### config.mk
export PLATFORM = sky130hd
export DESIGN_NAME = ccsd_cell
export DESIGN_NICKNAME = d
export VERILOG_FILES = /design/src/hdl/ccsd_pkg.sv /design/src/hdl/ccsd_cell.sv
export SDC_FILE = /design/constraint.sdc
export NUM_CORES = 1
export LEC_CHECK = 0
export ABC_AREA = 1
export ABC_CLOCK_PERIOD_IN_PS = 1400
export BUFFER_PORTS_ARGS = -buffer_cell sky130_fd_sc_hd__buf_2
export CORE_ASPECT_RATIO = 0.5
export CORE_MARGIN = 3
export CORE_UTILIZATION = 40
export DETAILED_ROUTE_END_ITERATION = 8
export PLACE_DENSITY = 0.77
export SKIP_LAST_GASP = 1
export SYNTH_ARGS = -nofsm -noshare
export SYNTH_HDL_FRONTEND = slang
export SYNTH_SLANG_ARGS = --single-unit
### constraint.sdc
create_clock -name clk -period 1.4 [get_ports clk]
set_input_delay 0.07 -clock clk [delete_from_list [all_inputs] [get_ports clk]]
set_output_delay 0.07 -clock clk [all_outputs]
set_load 0.01 [all_outputs]
### src/hdl/ccsd_pkg.sv
// Shared types and constants for the complex correlator sync detector.
package ccsd_pkg;

  localparam int TAPS_DEFAULT = 256;
  localparam int WORD_W       = 32;
  localparam int HALF_W       = 16;
  localparam int IDX_W        = 8;
  localparam int ADDR_SLOTS   = 2 ** IDX_W;
  localparam int METRIC_W     = 48;
  localparam int THR_W        = 48;
  localparam int COUNT_W      = 32;

  localparam logic [THR_W-1:0]    THR_RESET  = 48'h0_0000_0006_9000;
  localparam logic [METRIC_W-1:0] METRIC_MAX = {METRIC_W{1'b1}};
  localparam logic [COUNT_W-1:0]  COUNT_MAX  = {COUNT_W{1'b1}};

  // operation codes
  localparam logic OP_SAMPLE = 1'b0;
  localparam logic OP_LOAD   = 1'b1;

  typedef struct packed {
    logic              operation;
    logic [IDX_W-1:0]  coeff_index;
    logic [WORD_W-1:0] packed_value;
  } in_item_t;

  typedef struct packed {
    logic [METRIC_W-1:0] metric;
    logic                detected;
    logic [COUNT_W-1:0]  sample_index;
  } out_item_t;

  // per-cell controls
  typedef struct packed {
    logic shift;   // new sample enters, line moves one slot
    logic rotate;  // circular move of sample and coefficient
    logic we;      // coefficient write
  } cell_ctl_t;

  // accumulator controls
  typedef struct packed {
    logic clear;
    logic tap_valid;
    logic tap_last;
    logic take;
  } mac_ctl_t;

endpackage

### src/hdl/ccsd_cell.sv
// One tap cell: holds a delay-line sample and its coefficient.
module ccsd_cell (
  input  logic                          clk,
  input  logic                          rst_n,
  input  ccsd_pkg::cell_ctl_t           ctl,
  input  logic [ccsd_pkg::WORD_W-1:0]   sample_in,
  input  logic [ccsd_pkg::WORD_W-1:0]   coeff_in,
  input  logic [ccsd_pkg::WORD_W-1:0]   wdata,
  output logic [ccsd_pkg::WORD_W-1:0]   sample_q,
  output logic [ccsd_pkg::WORD_W-1:0]   coeff_q
);

  logic [ccsd_pkg::WORD_W-1:0] sample_r, sample_nxt;
  logic [ccsd_pkg::WORD_W-1:0] coeff_r, coeff_nxt;

  always_comb begin
    sample_nxt = sample_r;
    coeff_nxt  = coeff_r;
    if (ctl.shift || ctl.rotate) begin
      sample_nxt = sample_in;
    end
    if (ctl.rotate) begin
      coeff_nxt = coeff_in;
    end else if (ctl.we) begin
      coeff_nxt = wdata;
    end
  end

  always_ff @(posedge clk) begin
    if (!rst_n) begin
      sample_r <= '0;
      coeff_r  <= '0;
    end else begin
      sample_r <= sample_nxt;
      coeff_r  <= coeff_nxt;
    end
  end

  assign sample_q = sample_r;
  assign coeff_q  = coeff_r;

endmodule

== After elaboration in Yosys (flattened, before gate mapping) ==
Cells that the tools add are included.
Word-level totals
  flip-flop bits (word level): 64
  logic and storage cells: 6
Operators by class
  muxes and demuxes: 2
  reduce and logical (&&, ||, !) cells: 2
Operators with widths (count)
  32-bit 2-to-1 mux: 2
  2-bit nonzero test: 1
  1-bit logical OR: 1

== Logic depth before layout (Yosys ltp) ==
  word-level depth: 2
  mapped depth: 7
  gate-level depth less buffers: 5

== Least setup slack after synthesis ==
OpenSTA, ideal clock, no wires.
  path type: input to register
  start: input port ctl[1] (netlist name)
  end: register sample_r (netlist bit sample_q[0])
  library setup time: 116 ps
  data arrival time: 640 ps
  data required time: 1284 ps
  slack: 645 ps
  cell stages on the path: 6
  cell sequence: buf_6 nor2_8 inv_2 buf_6 nor2_1 nor2_1
Between the ends
  cells in the longest elaborated chain, start to end: 1
Ends and longest elaborated chain
  from (decl): line ccsd_cell.sv:5  | input ccsd_pkg::cell_ctl_t ctl,
  1-bit logical OR: line ccsd_cell.sv:19  | if (ctl.shift || ctl.rotate) begin
  to (signal assigned): line ccsd_cell.sv:34  | sample_r <= sample_nxt;
  to (decl): line ccsd_cell.sv:13  | logic [ccsd_pkg::WORD_W-1:0] sample_r, sample_nxt;
Every way passes these cells.
A chain may end at the register's enable or synchronous reset.

== Worst setup path after layout ==
  start: register sample_r (netlist bit sample_q[31])
  end: output port sample_q[31] (netlist name)
RTL lines
  to (decl): line ccsd_cell.sv:9  | output logic [ccsd_pkg::WORD_W-1:0] sample_q,
No word-level cell between the ends.

==> results.cfg <==
[sta]
max_slew.worst_pin.slew_ns = 0.5408
fin_crit_ns = 0.8998
finalSetupViolCount = 0
fin_crit_sh_pct = 64.27
maxSlewViolCount = 0
skew_ns = 0
timing.final.ws_setup_ns = 0.5002
grt_setup_unrepaired = false
fin_setup_tns_ns = 0
timing_hold_violations_final = 0
fmax_ghz = 1.111
maxSlewHeadroom_pct = 63.89

[floorplanning]
core-area_um2 = 6331
die_w_um = 122.8
die_y_um = 64.42
row_count = 20
die-area_um2 = 7913
initial_utilization_pct = 43.12
ios = 165

[synthesis]
avgSynthCellArea_um2 = 7.128
synth_warnings = 0
synth.most_common_cell = nand2_1
synth.top_cells.by_area = dfxtp_1 47%, nand2_1 13%, nand3_1 12%
synthCells = 383
syn-num-nets = 484
synth_top_area_share_pct = 46.93
synth-edff-count = 0
synth_ff_type = dfxtp_1
synth_area_leader_cell = dfxtp_1
synth_seq_cells = 64
yosysUniqueCellTypes = 14
synth_common_cells = 96 x nand2_1, 64 x dfxtp_1, 64 x nand3_1, 64 x nor2_1, 32 x inv_1
ys_seq_area_share_pct = 46.93
async_reset_ff_share_pct = 0
synth_area_um2 = 2730

[power_and_ir_drop]
p_per_area_nw_per_um2 = 1299
total_power_w = 0.005291
total_leakage_power_nw = 2.337
p_clk_share_pct = 48.1
p_int_w = 0.004027
peakVddDrop_uv = 909.6
netSwitchingPower_w = 0.001264
comb_power_share_pct = 13.8
p_seq_share_pct = 38.1
netSwitchingFraction_pct = 23.89

[critical_path]
rr_startpoint = sample_q[31]
crit_family = flip-flops
slowest_stage = dfxtp_1
worstPathArrival_ns = 0.83
critPathMaxStageDelay_ns = 0.35
crit_buf_inv = 1
cp_cell_sequence = buf_2
crit_start = sample_q[31]
crit_required_ns = 1.33
start_kind = register
reg2reg_slack_ns = 0.76
end_kind = primary output
crit_type = reg2out
crit_fanout = 2

[place]
hpwl_mm = 5.321
place.gp.congestion = 0.7708
dp.cells = 614
port_buffers = 164
preCtsSetupSlack_ns = 0.2840

[cts]
hold_buffers = 21
clkLatencyLatePin_ns = 0.32
postCtsSetupRepairBufs = 0
clockBufferDepth = 2
clock-sinks = 64
cts_resized = 0
ctsHtreeMaxLevel = 3
cts_root_buf = clkbuf_16
cts_tree = done
path_clk_slew_ns = 0.06
cts_inserted_buffers = 9

[drt]
drc = 0
wl_per_cell_um = 12.50
first_pass_iters = 4
drtIter0Drc = 119
routed_wl_mm = 8.140
via_per_inst = 4.700
vias = 3060
ant_nets = 0

[global_route]
grt_max_degree = 65
grt_pass1_vias = 2838
grt_pass1_wl_mm = 12.95
antenna_found_initial = 0
grt_usage_pct = 20.65
gr-total-overflow = 0

[run_status]
outcome = finished, final reports clean

[final_layout]
area_growth_pct = 49.22
finalNetCount = 659
instances_no_fill = 651
drive_gt1_share_pct = 33.75
nFillCells = 526
n_antenna_cell = 0

[run]
maxCapViolCount = 0

[worst_hold_path]
hold_path.startpoint = sample_in[12]
holdCritPathClass = in2reg
[area by class of cell]
| type | instances | area (um2) | area share, % |
|---|---|---|---|
| tap | 88 | 110.1 | 2.703 |
| clock inverter | 7 | 120.1 | 2.948 |
| multi-input combinational | 258 | 1121 | 27.52 |
| timing repair buffer | 191 | 1089 | 26.72 |
| sequential | 64 | 1281 | 31.45 |
| inverter | 34 | 127.6 | 3.133 |
| clock buffer | 9 | 225.2 | 5.528 |
[metal layers]
| metal | vias up | share of wire (%) | global-route usage (%) |
|---|---|---|---|
| met5 | - | 0 | 0 |
| met4 | 0 | 3.1 | 10.04 |
| met3 | 28 | 6.5 | 6.016 |
| met2 | 115 | 51 | 36.71 |
| met1 | 1376 | 39 | 22.69 |
| li1 | 1541 | - | - |
[state kept, by name (all words and copies together), names as in the netlist]
signal / cells
sample_q: 32
coeff_q: 32
[placed cells by master, fill, tap and decap left out, types with 3 or more instances in the layout]
| master | Yosys | layout |
|---|---|---|
| nand3_1 | 64 | 64 |
| nor2_1 | 64 | 64 |
| o21ai_0 | 25 | 25 |
| dlygate4sd3_1 | 0 | 21 |
| clkbuf_16 | 0 | 9 |
| dfxtp_1 | 64 | 64 |
| inv_1 | 32 | 32 |
| buf_2 | 7 | 164 |
| clkinvlp_4 | 0 | 4 |
| o21ai_1 | 7 | 7 |
| nand2_1 | 96 | 96 |
| buf_4 | 4 | 5 |
| bufinv_16 | 0 | 3 |
[worst paths after layout]
| kind | cells after the start | to |
|---|---|---|
| setup / recovery | 1 | sample_q[31] |
| hold / removal | 3 | sample_q[12] |
| setup reg to reg | 2 | sample_q[31] |
| hold reg to reg | 2 | sample_q[11] |
[power by group through the flow]
stage / Combinational [W] / Clock [W] / Sequential, W
CTS: 0.000729 / 0.00258 / 0.00201
finish: 0.000732 / 0.00255 / 0.00201
global placement: 0.000670 / 0 / 0.00205
global route: 0.000818 / 0.00268 / 0.00203
floorplan: 0.000323 / 0 / 0.00211
detailed placement: 0.000683 / 0 / 0.00205
[stage by stage]
step	utilization, %	hold slack [ns]	area, um2
after floorplan	-	0.2158	2730
after global placement	55.57	0.3028	3518
after detailed placement	55.57	0.3127	3518
after CTS	64.35	0.003548	4074
after global routing	64.35	0.01094	4074
final	64.35	0.006194	4074
[cell families (layout without fill, tap and decap cells)]
| kind of cell | after synthesis | in the layout | synth area share [%] |
|---|---|---|---|
| and+or+nand+nor | 226 | 226 | 35.20 |
| buffers and inverters | 61 | 241 | 12.01 |
| DFF | 64 | 64 | 46.93 |
| AOI/OAI and AO/OA | 32 | 32 | 5.866 |
No activity file was read; power rests on OpenSTA's default activity.
